**src/rtl/core/art_pkg.sv**
```systemverilog
// Package: types, codes and defaults for the ack retransmit tracker.
`default_nettype none
package art_pkg;
    localparam int ENTRIES_DEF = 8;
    localparam logic [15:0] DELAY_RST = 16'd40;
    localparam logic [7:0]  LIMIT_RST = 8'd3;

    typedef enum logic [1:0] {
        CMD_TRACK = 2'd0,
        CMD_ACK   = 2'd1,
        CMD_TICK  = 2'd2,
        CMD_NONE  = 2'd3
    } t_cmd;

    typedef enum logic [2:0] {
        K_TRACKED = 3'd0,
        K_DUP     = 3'd1,
        K_NOCAP   = 3'd2,
        K_QFULL   = 3'd3,
        K_ACKED   = 3'd4,
        K_RETX    = 3'd5,
        K_TIMEOUT = 3'd6,
        K_RSVD    = 3'd7
    } t_kind;

    typedef enum logic {
        REG_DELAY = 1'b0,
        REG_LIMIT = 1'b1
    } t_reg;

    typedef enum logic [1:0] {
        ST_IDLE,
        ST_SCAN,
        ST_EMIT
    } t_state;

    typedef struct packed {
        logic [1:0]  cmd;
        logic [63:0] device_id;
        logic [15:0] frame_crc;
        logic [3:0]  tx_free;
    } t_in;

    typedef struct packed {
        logic [2:0]  kind;
        logic [2:0]  slot;
        logic [63:0] peer_id;
        logic [15:0] peer_crc;
        logic [7:0]  attempt_count;
        logic        last;
    } t_out;
endpackage
`default_nettype wire

```
**src/rtl/core/art_if.sv**
```systemverilog
// Valid/ready channel interfaces.
`default_nettype none
interface art_in_if;
    logic               valid;
    logic               ready;
    art_pkg::t_in       data;
    modport source (output valid, output data, input ready);
    modport sink   (input valid, input data, output ready);
endinterface

interface art_out_if;
    logic               valid;
    logic               ready;
    art_pkg::t_out      data;
    modport source (output valid, output data, input ready);
    modport sink   (input valid, input data, output ready);
endinterface

interface art_cfg_if;
    logic               valid;
    logic               ready;
    logic [0:0]         index;
    logic [15:0]        wdata;
    modport source (output valid, output index, output wdata, input ready);
    modport sink   (input valid, input index, input wdata, output ready);
endinterface
`default_nettype wire

```
**src/rtl/core/art_front.sv**
```systemverilog
// Front: two-entry queue of input beats toward the engine.
`default_nettype none
module art_front (
    input  wire             i_clk,
    input  wire             i_rst_n,
    art_in_if.sink          s_in,
    output art_pkg::t_in    o_item,
    output logic            o_item_valid,
    input  wire             i_item_pop
);
    import art_pkg::*;

    t_in        r_q [2];
    logic       r_wp, n_wp, r_rp, n_rp;
    logic [1:0] r_cnt, n_cnt;
    logic       push;

    assign s_in.ready   = (r_cnt != 2'd2);
    assign push         = s_in.valid && s_in.ready;
    assign o_item_valid = (r_cnt != 2'd0);
    assign o_item       = r_q[r_rp];

    always_comb begin
        n_wp  = push ? ~r_wp : r_wp;
        n_rp  = i_item_pop ? ~r_rp : r_rp;
        n_cnt = r_cnt + {1'b0, push} - {1'b0, i_item_pop};
    end

    always_ff @(posedge i_clk) begin
        if (!i_rst_n) begin
            r_wp  <= 1'b0;
            r_rp  <= 1'b0;
            r_cnt <= 2'd0;
        end else begin
            r_wp  <= n_wp;
            r_rp  <= n_rp;
            r_cnt <= n_cnt;
        end
        if (push) begin
            r_q[r_wp] <= s_in.data;
        end
    end
endmodule
`default_nettype wire

```
**src/rtl/core/art_engine.sv**
```systemverilog
// Back end: table of pending frames, one slot examined per cycle unless the output stalls the scan.
`default_nettype none
module art_engine #(
    parameter int ENTRIES = art_pkg::ENTRIES_DEF
) (
    input  wire             i_clk,
    input  wire             i_rst_n,
    input  art_pkg::t_in    i_item,
    input  wire             i_item_valid,
    output logic            o_item_pop,
    art_cfg_if.sink         s_cfg,
    art_out_if.source       m_out
);
    import art_pkg::*;

    localparam int SW = (ENTRIES > 1) ? $clog2(ENTRIES) : 1;

    t_state           r_st, n_st;
    logic [ENTRIES-1:0] r_act, n_act;
    logic [63:0]      r_dev [ENTRIES];
    logic [15:0]      r_crc [ENTRIES];
    logic [31:0]      r_dl  [ENTRIES];
    logic [7:0]       r_att [ENTRIES];
    logic [31:0]      r_now, n_now;
    logic [15:0]      r_delay;
    logic [7:0]       r_limit;
    t_in              r_it, n_it;
    logic [SW-1:0]    r_idx, n_idx;
    logic [3:0]       r_room, n_room;
    logic [3:0]       r_nout, n_nout;
    logic             r_free_ok, n_free_ok;
    logic [SW-1:0]    r_free, n_free;
    t_out             r_out, n_out;
    logic             r_ovalid, n_ovalid;
    t_out             r_pend, n_pend;
    logic             r_pv, n_pv;

    logic             hit, due, at_end, free_ok, out_free;
    logic             found, fin, rep, stall;
    logic             wr_new, wr_att, wr_dl;
    logic [SW-1:0]    free_c;
    logic [31:0]      diff, dl_val;
    logic [7:0]       att_inc;
    logic [23:0]      prod;
    t_out             res;

    assign s_cfg.ready = 1'b1;
    assign m_out.valid = r_ovalid;
    assign m_out.data  = r_out;

    assign hit      = r_act[r_idx] && r_dev[r_idx] == r_it.device_id
                      && r_crc[r_idx] == r_it.frame_crc;
    assign diff     = r_now - r_dl[r_idx];
    assign due      = r_act[r_idx] && !diff[31];
    assign at_end   = (32'(r_idx) == 32'(ENTRIES - 1));
    assign att_inc  = r_att[r_idx] + 8'd1;
    assign prod     = {16'd0, att_inc} * {8'd0, r_delay};
    assign free_ok  = r_free_ok || !r_act[r_idx];
    assign free_c   = r_free_ok ? r_free : r_idx;
    assign out_free = !r_ovalid || m_out.ready;

    always_comb begin
        n_st = r_st; n_act = r_act; n_now = r_now; n_it = r_it;
        n_idx = r_idx; n_room = r_room; n_nout = r_nout;
        n_free_ok = r_free_ok; n_free = r_free;
        n_out = r_out; n_ovalid = r_ovalid; n_pend = r_pend; n_pv = r_pv;
        o_item_pop = 1'b0;
        found = 1'b0; fin = 1'b0; rep = 1'b0; stall = 1'b0;
        wr_new = 1'b0; wr_att = 1'b0; wr_dl = 1'b0; dl_val = '0;
        res = '0;
        if (m_out.valid && m_out.ready) n_ovalid = 1'b0;
        unique case (r_st)
            ST_IDLE: begin
                if (i_item_valid) begin
                    o_item_pop = 1'b1;
                    n_it = i_item; n_idx = '0; n_room = i_item.tx_free;
                    n_nout = '0; n_free_ok = 1'b0; n_pv = 1'b0;
                    if (i_item.cmd == CMD_TICK) n_now = r_now + 32'd1;
                    if (i_item.cmd != CMD_NONE) n_st = ST_SCAN;
                end
            end
            ST_SCAN: begin
                res.slot = 3'(r_idx);
                res.peer_id = r_dev[r_idx];
                res.peer_crc = r_crc[r_idx];
                res.attempt_count = r_att[r_idx];
                priority case (r_it.cmd)
                    CMD_TRACK: begin
                        n_free_ok = free_ok; n_free = free_c;
                        if (hit) begin
                            found = 1'b1; fin = 1'b1; res.kind = K_DUP;
                        end else if (at_end) begin
                            found = 1'b1; fin = 1'b1;
                            res.peer_id = r_it.device_id;
                            res.peer_crc = r_it.frame_crc;
                            res.attempt_count = 8'd0;
                            if (!free_ok) begin
                                res.kind = K_NOCAP; res.slot = 3'd0;
                            end else begin
                                res.slot = 3'(free_c);
                                if (r_it.tx_free == 4'd0) begin
                                    res.kind = K_QFULL;
                                end else begin
                                    res.kind = K_TRACKED;
                                    res.attempt_count = 8'd1;
                                    wr_new = 1'b1;
                                    n_act[free_c] = 1'b1;
                                end
                            end
                        end
                    end
                    CMD_ACK: begin
                        if (hit) begin
                            found = 1'b1; fin = 1'b1; res.kind = K_ACKED;
                            n_act[r_idx] = 1'b0;
                        end else if (at_end) begin
                            fin = 1'b1;
                        end
                    end
                    default: begin
                        if (at_end) fin = 1'b1;
                        if (due) begin
                            if (r_att[r_idx] >= r_limit) begin
                                found = 1'b1; res.kind = K_TIMEOUT;
                                n_act[r_idx] = 1'b0;
                            end else if (r_room != 4'd0) begin
                                found = 1'b1; res.kind = K_RETX;
                                res.attempt_count = att_inc;
                                n_room = r_room - 4'd1;
                                wr_att = 1'b1; wr_dl = 1'b1;
                                dl_val = r_now + 32'(prod);
                            end else begin
                                wr_dl = 1'b1;
                                dl_val = r_now + 32'(r_delay);
                            end
                        end
                    end
                endcase
                rep = found && (r_nout < 4'd8);
                stall = rep && r_pv && !out_free;
                if (stall) begin
                    // earlier result still waits for the output register
                    n_act = r_act; n_room = r_room;
                    n_free_ok = r_free_ok; n_free = r_free;
                    wr_new = 1'b0; wr_att = 1'b0; wr_dl = 1'b0;
                end else begin
                    if (rep) begin
                        if (r_pv) begin
                            n_out = r_pend; n_ovalid = 1'b1;
                        end
                        n_pend = res; n_pv = 1'b1; n_nout = r_nout + 4'd1;
                    end
                    if (fin) n_st = (rep || r_pv) ? ST_EMIT : ST_IDLE;
                    else n_idx = r_idx + SW'(1);
                end
            end
            ST_EMIT: begin
                if (out_free) begin
                    n_out = r_pend; n_out.last = 1'b1;
                    n_ovalid = 1'b1; n_pv = 1'b0;
                    n_st = ST_IDLE;
                end
            end
            default: begin
                n_st = ST_IDLE;
            end
        endcase
    end

    always_ff @(posedge i_clk) begin
        if (!i_rst_n) begin
            r_st <= ST_IDLE; r_act <= '0; r_now <= '0;
            r_delay <= DELAY_RST; r_limit <= LIMIT_RST;
            r_ovalid <= 1'b0; r_pv <= 1'b0;
            r_nout <= '0; r_free_ok <= 1'b0; r_idx <= '0;
        end else begin
            r_st <= n_st; r_act <= n_act; r_now <= n_now;
            r_ovalid <= n_ovalid; r_pv <= n_pv;
            r_nout <= n_nout; r_free_ok <= n_free_ok; r_idx <= n_idx;
            if (s_cfg.valid && s_cfg.ready) begin
                if (s_cfg.index == REG_DELAY) r_delay <= s_cfg.wdata;
                else r_limit <= s_cfg.wdata[7:0];
            end
        end
        r_it <= n_it; r_room <= n_room; r_free <= n_free;
        r_out <= n_out; r_pend <= n_pend;
        if (wr_new) begin
            r_dev[free_c] <= r_it.device_id;
            r_crc[free_c] <= r_it.frame_crc;
            r_att[free_c] <= 8'd1;
            r_dl[free_c]  <= r_now + 32'(r_delay);
        end
        if (wr_att) r_att[r_idx] <= att_inc;
        if (wr_dl) r_dl[r_idx] <= dl_val;
    end
endmodule
`default_nettype wire

```
**src/rtl/core/ack_retransmit_tracker.sv**
```systemverilog
// Top level of the ack retransmit tracker.
// Tracks up to ENTRIES frames awaiting acknowledgement. Items go through a
// two-beat queue into an engine that examines one table slot per cycle
// unless a stall holds the scan. The engine takes the item, scans the slots
// in order (track and ack stop at the first match) and then sends the final
// result, if there is one. A result is held back in a pending register so it
// can carry the last flag; when the next result of the same tick finds the
// output register still occupied, the scan waits for it. Results leave
// through a registered output. The table is cleared at reset. Write
// configuration only while idle.
`default_nettype none
module ack_retransmit_tracker #(
    parameter int ENTRIES = art_pkg::ENTRIES_DEF
) (
    input  wire     i_clk,
    input  wire     i_rst_n,
    art_in_if.sink  s_in,
    art_cfg_if.sink s_cfg,
    art_out_if.source m_out
);
    import art_pkg::*;

    t_in  item;
    logic item_valid, item_pop;

    art_front u_front (
        .i_clk, .i_rst_n, .s_in,
        .o_item(item), .o_item_valid(item_valid), .i_item_pop(item_pop)
    );

    art_engine #(.ENTRIES(ENTRIES)) u_engine (
        .i_clk, .i_rst_n,
        .i_item(item), .i_item_valid(item_valid), .o_item_pop(item_pop),
        .s_cfg, .m_out
    );
endmodule
`default_nettype wire

```
**src/flat_wrapper.sv**
```systemverilog
// flat-port wrapper written by rule: the top's interface ports become plain ports
module ack_retransmit_tracker_flat import art_pkg::*;
#(
    parameter int ENTRIES = art_pkg::ENTRIES_DEF
)
  (i_clk, i_rst_n, s_in_valid, s_in_data, s_in_ready, s_cfg_valid, s_cfg_index, s_cfg_wdata, s_cfg_ready, m_out_valid, m_out_data, m_out_ready);
  art_in_if s_in_i ();
  art_cfg_if s_cfg_i ();
  art_out_if m_out_i ();
  input  wire i_clk;
  input  wire i_rst_n;
  input wire logic [$bits(s_in_i.valid)-1:0] s_in_valid;
  input wire logic [$bits(s_in_i.data)-1:0] s_in_data;
  output wire logic [$bits(s_in_i.ready)-1:0] s_in_ready;
  input wire logic [$bits(s_cfg_i.valid)-1:0] s_cfg_valid;
  input wire logic [$bits(s_cfg_i.index)-1:0] s_cfg_index;
  input wire logic [$bits(s_cfg_i.wdata)-1:0] s_cfg_wdata;
  output wire logic [$bits(s_cfg_i.ready)-1:0] s_cfg_ready;
  output wire logic [$bits(m_out_i.valid)-1:0] m_out_valid;
  output wire logic [$bits(m_out_i.data)-1:0] m_out_data;
  input wire logic [$bits(m_out_i.ready)-1:0] m_out_ready;
  assign s_in_i.valid = s_in_valid;
  assign s_in_i.data = s_in_data;
  assign s_in_ready = s_in_i.ready;
  assign s_cfg_i.valid = s_cfg_valid;
  assign s_cfg_i.index = s_cfg_index;
  assign s_cfg_i.wdata = s_cfg_wdata;
  assign s_cfg_ready = s_cfg_i.ready;
  assign m_out_valid = m_out_i.valid;
  assign m_out_data = m_out_i.data;
  assign m_out_i.ready = m_out_ready;
  ack_retransmit_tracker #(.ENTRIES(ENTRIES)) u_core (.i_clk(i_clk), .i_rst_n(i_rst_n), .s_in(s_in_i), .s_cfg(s_cfg_i), .m_out(m_out_i));
endmodule
```
**config.mk**
```make
export PLATFORM = sky130hd
export DESIGN_NAME = ack_retransmit_tracker_flat
export DESIGN_NICKNAME = d
export VERILOG_FILES = /design/src/rtl/core/art_pkg.sv /design/src/rtl/core/art_if.sv /design/src/rtl/core/art_front.sv /design/src/rtl/core/art_engine.sv /design/src/rtl/core/ack_retransmit_tracker.sv /design/src/flat_wrapper.sv
export SDC_FILE = /design/constraint.sdc
export NUM_CORES = 2
export LEC_CHECK = 0
export ABC_AREA = 0
export BUFFER_PORTS_ARGS = -buffer_cell sky130_fd_sc_hd__buf_2
export CORE_ASPECT_RATIO = 0.7
export CORE_MARGIN = 2
export CORE_UTILIZATION = 52
export DETAILED_ROUTE_END_ITERATION = 6
export GPL_TIMING_DRIVEN = 0
export PLACE_DENSITY = 0.69
export SETUP_SLACK_MARGIN = 0.1
export SLEW_MARGIN = 5
export SYNTH_ARGS = -nofsm -noshare
export SYNTH_HDL_FRONTEND = slang
export SYNTH_SLANG_ARGS = --single-unit
```
**constraint.sdc**
```tcl
create_clock -name i_clk -period 19.5 [get_ports i_clk]
set_clock_uncertainty 0.05 [all_clocks]
set_input_delay 0.975 -clock i_clk [delete_from_list [all_inputs] [get_ports i_clk]]
set_output_delay 0.975 -clock i_clk [all_outputs]
set_load 0.1 [all_outputs]
```
==> impl_metrics.toml <==
[sta]
max_freq_mhz = 86.85
post-route-min-period_ns = 11.51
hold_viol_final = 0
finalSetupTns_ns = 0
slew_headroom = 0.05993
finalCritPeriodShare = 0.5905
worst_slack_ns = 7.985
hold_slack_ns = 0.3228
drv_slew = 0
rsz0062_at_grt = "false"
tightestPinTransition_ns = 1.410
setup_viol = 0

[setup_path]
crit_required_ns = 19.92
reg2reg_to = "u_core.u_engine.r_dl[1][29]"
crit_type = "flop to flop"
slowest_delay_ns = 0.92
critPathArrivalTime_ns = 11.93
cp_common_cell = "fa_1"
rrSetupSlack_ns = 7.99
slowest_stage = "xnor2_1"
crit_fanout = 10
crit_end = "u_core.u_engine.r_dl[1][29]"
cp-start-kind = "flop"
r2r.worst_path.cells = 29
crit_path_end_kind = "flop"

[clock_network]
cts_tree = "done"
cts_root_buffer = "clkbuf_16"
cts_hold_buffers = 0
cts_sinks = 1498
clockBufferDepth = 3
post_cts_resized = 0
cts.htree.levels = 4
clk_latency_ns = 0.79
cts_buffers = 140
post_cts_buffers = 0
cts.clk_slew.worst_paths_ns = 0.06

[floorplan]
core_area_mm2 = 0.1220
die_y_um = 297.9
rows = 107
io_pins = 206
die-width_um = 423.8
dieArea_mm2 = 0.1262
initial_core_util = 0.5259

[global_route]
grt_overflow = 0
grt_max_degree = 62
grt_usage = 0.2577
antenna_found_initial = 9
grt_pass1_vias = 34736
grt_pass1_wl_mm = 235.1

[drt]
drt-pass1-iter-count = 6
dr_wl_met2_mm = 70.24
vias_per_cell = 5.998
wl_mm = 162.8
wl_met3_mm = 17.61
drc = 0
topRoutingLayerUsed = "met5"
wl_per_cell_um = 27.18
drtIter0Drc = 4860
wl_met1_mm = 70.77
ant_nets = 0
via_count = 35909

[synth]
synth_top_family_by_area = "multiplexers"
yosysWarnings = 0
synth-simple-area-share = 0.05509
synth.distinct_cells = 86
synthAdderAreaFrac = 0.05563
yosysTopAreaCell = "edfxtp_1"
synthArstFlopShare = 0
syn-mean-instance-area_um2 = 16.64
synth_nets = 4184
synth_compound_area_frac = 0.04527
synthCells = 3855
synth_xor_area_frac = 0.01748
synth_edf_count = 1414
muxShareOfSynthArea = 0.1139
seq_area_frac_synth = 0.6882
synth_ff_type = "edfxtp_1"
synth_top_area_frac = 0.6620
synth_area_mm2 = 0.06414
synth_area_leaders = "edfxtp_1 66%, mux4_2 6.3%, fa_1 3.3%"
ys_ff_latch = 1498

[power_and_ir_drop]
seq_power_share = 0.522
irDropWorstVdd_mv = 0.1102
sw_frac_of_total = 0.2694
power_density_mw_per_mm2 = 107.4
p_comb_frac = 0.135
p_clk_frac = 0.343
net-switching-power_mw = 2.102
p_leak_nw = 24.43
p_int_mw = 5.701

[place]
routabilityCongestion = 0.9151
detailed_place_hpwl_mm = 109.7
place_ws_ns = 8.152
port_buffers = 203

[cells_and_area]
drive_above_1_share = 0.1950
area_delta_synth_final_pct = 13.27
layout_commonest_cell = "edfxtp_1"
finalNetCount = 4569
final_cell_mix = "1414 x edfxtp_1, 250 x buf_2, 218 x nand2_1"

[worst_hold_path]
min-delay-path-class = "input port to flop"
hold_depth = 1
min-delay-start = "s_in_data[22]"

[flow_run]
max-cap-violations = 0

[outcome]
outcome = "finished clean"
-- kinds of logic after synthesis --
kind of cell / count (synthesis)
flip-flops: 1498
AND/OR/NAND/NOR: 710
multiplexers: 492
AO/OA/AOI/OAI: 437
buffers and inverters: 368
adder cells (fa/ha/maj): 221
XOR/XNOR: 128
other: 1
-- area by class of cell --
| class | count | area, um2 |
|---|---|---|
| buffer | 153 | 762.0 |
| inverter | 215 | 852.1 |
| antenna | 4 | 10.01 |
| timing repair buffer | 243 | 1777 |
| fill | 8891 | 49310 |
| tap | 1635 | 2046 |
| clock buffer | 167 | 3666 |
| sequential | 1498 | 44140 |
| clock inverter | 83 | 814.5 |
| multi-input combinational | 1989 | 18590 |
-- metrics by stage --
step / utilization / instance area (um2) / power (mW) / std cells
3_3_place_gp: 0.5510 / 67210 / 5.153 / 5693
2_1_floorplan: - / 64140 / 4.730 / 3855
4_1_cts: 0.5955 / 72630 / 7.820 / 5983
6_report: 0.5957 / 72650 / 7.803 / 5987
5_1_grt: 0.5956 / 72650 / 8.068 / 5984
3_5_place_dp: 0.5588 / 68150 / 5.173 / 5733
-- worst min-delay path by stage --
stage | end | slack (ns)
after floorplan | u_core.u_engine.m_out.data[10] | 0.35
after global placement | u_core.u_engine.m_out.data[66] | 0.35
after detailed placement | u_core.u_engine.m_out.data[18] | 0.35
after CTS | u_core.u_front.r_q[0][22] | 0.28
after global routing | u_core.u_front.r_q[0][22] | 0.30
final | u_core.u_front.r_q[0][22] | 0.32
-- registers in the layout, summed over array words and instances (netlist names), 2 cells and up, named ones only --
name                        count
u_core.u_engine.r_crc         128
u_core.u_engine.r_idx           3
u_core.u_engine.r_pend         94
u_core.u_engine.r_nout          4
u_core.u_front.r_cnt            2
u_core.u_engine.r_dev         512
u_core.u_engine.r_limit         8
u_core.u_engine.r_room          4
u_core.u_engine.r_att          64
u_core.u_engine.r_dl          256
u_core.u_engine.r_it           86
u_core.u_engine.r_delay        16
u_core.u_engine.r_st            2
u_core.u_engine.r_free          3
u_core.u_engine.m_out.data     95
u_core.u_engine.r_now          32
u_core.u_front.r_q            172
u_core.u_engine.r_act           8
-- synthesized netlist by cell type, drive strengths merged, types with 16 or more instances --
cell type,n
a22oi,31
xnor2,90
dfxtp,84
o21ai,84
and3,16
clkbuf,72
a22o,27
mux2i,215
or3,18
ha,114
nand4,24
a21o,18
a21boi,30
nand2,218
and2,120
inv,215
nor2,153
nor2b,17
edfxtp,1414
a21oi,130
o21a,23
buf,81
xor2,38
mux4,180
fa,107
mux2,97
nor3,38
nand3,47
-- worst max-delay path: cells and delay by family (launching register included) --
kind,cells,cell delay (ns)
AND/OR/NAND/NOR,5,0.88
AO/OA/AOI/OAI,6,1.91
adder cells (fa/ha/maj),5,2.17
multiplexers,2,0.81
buffers and inverters,9,3.44
XOR/XNOR,2,1.53
flip-flops,1,0.40
-- power groups by stage --
stage	Combinational, mW	Sequential [mW]	Clock [mW]
after floorplan	0.676	4.05	0
after global placement	1.01	4.14	0
after detailed placement	1.04	4.14	0
after CTS	1.05	4.07	2.71
after global routing	1.14	4.10	2.83
final	1.05	4.08	2.67
-- layer usage --
layer | up-vias | GRT usage
li1 | 15445 | -
met3 | 225 | 0.05564
met5 | - | 0
met1 | 18364 | 0.4018
met4 | 2 | 0.07677
met2 | 1873 | 0.3640
(Power assumes the default switching activity.)
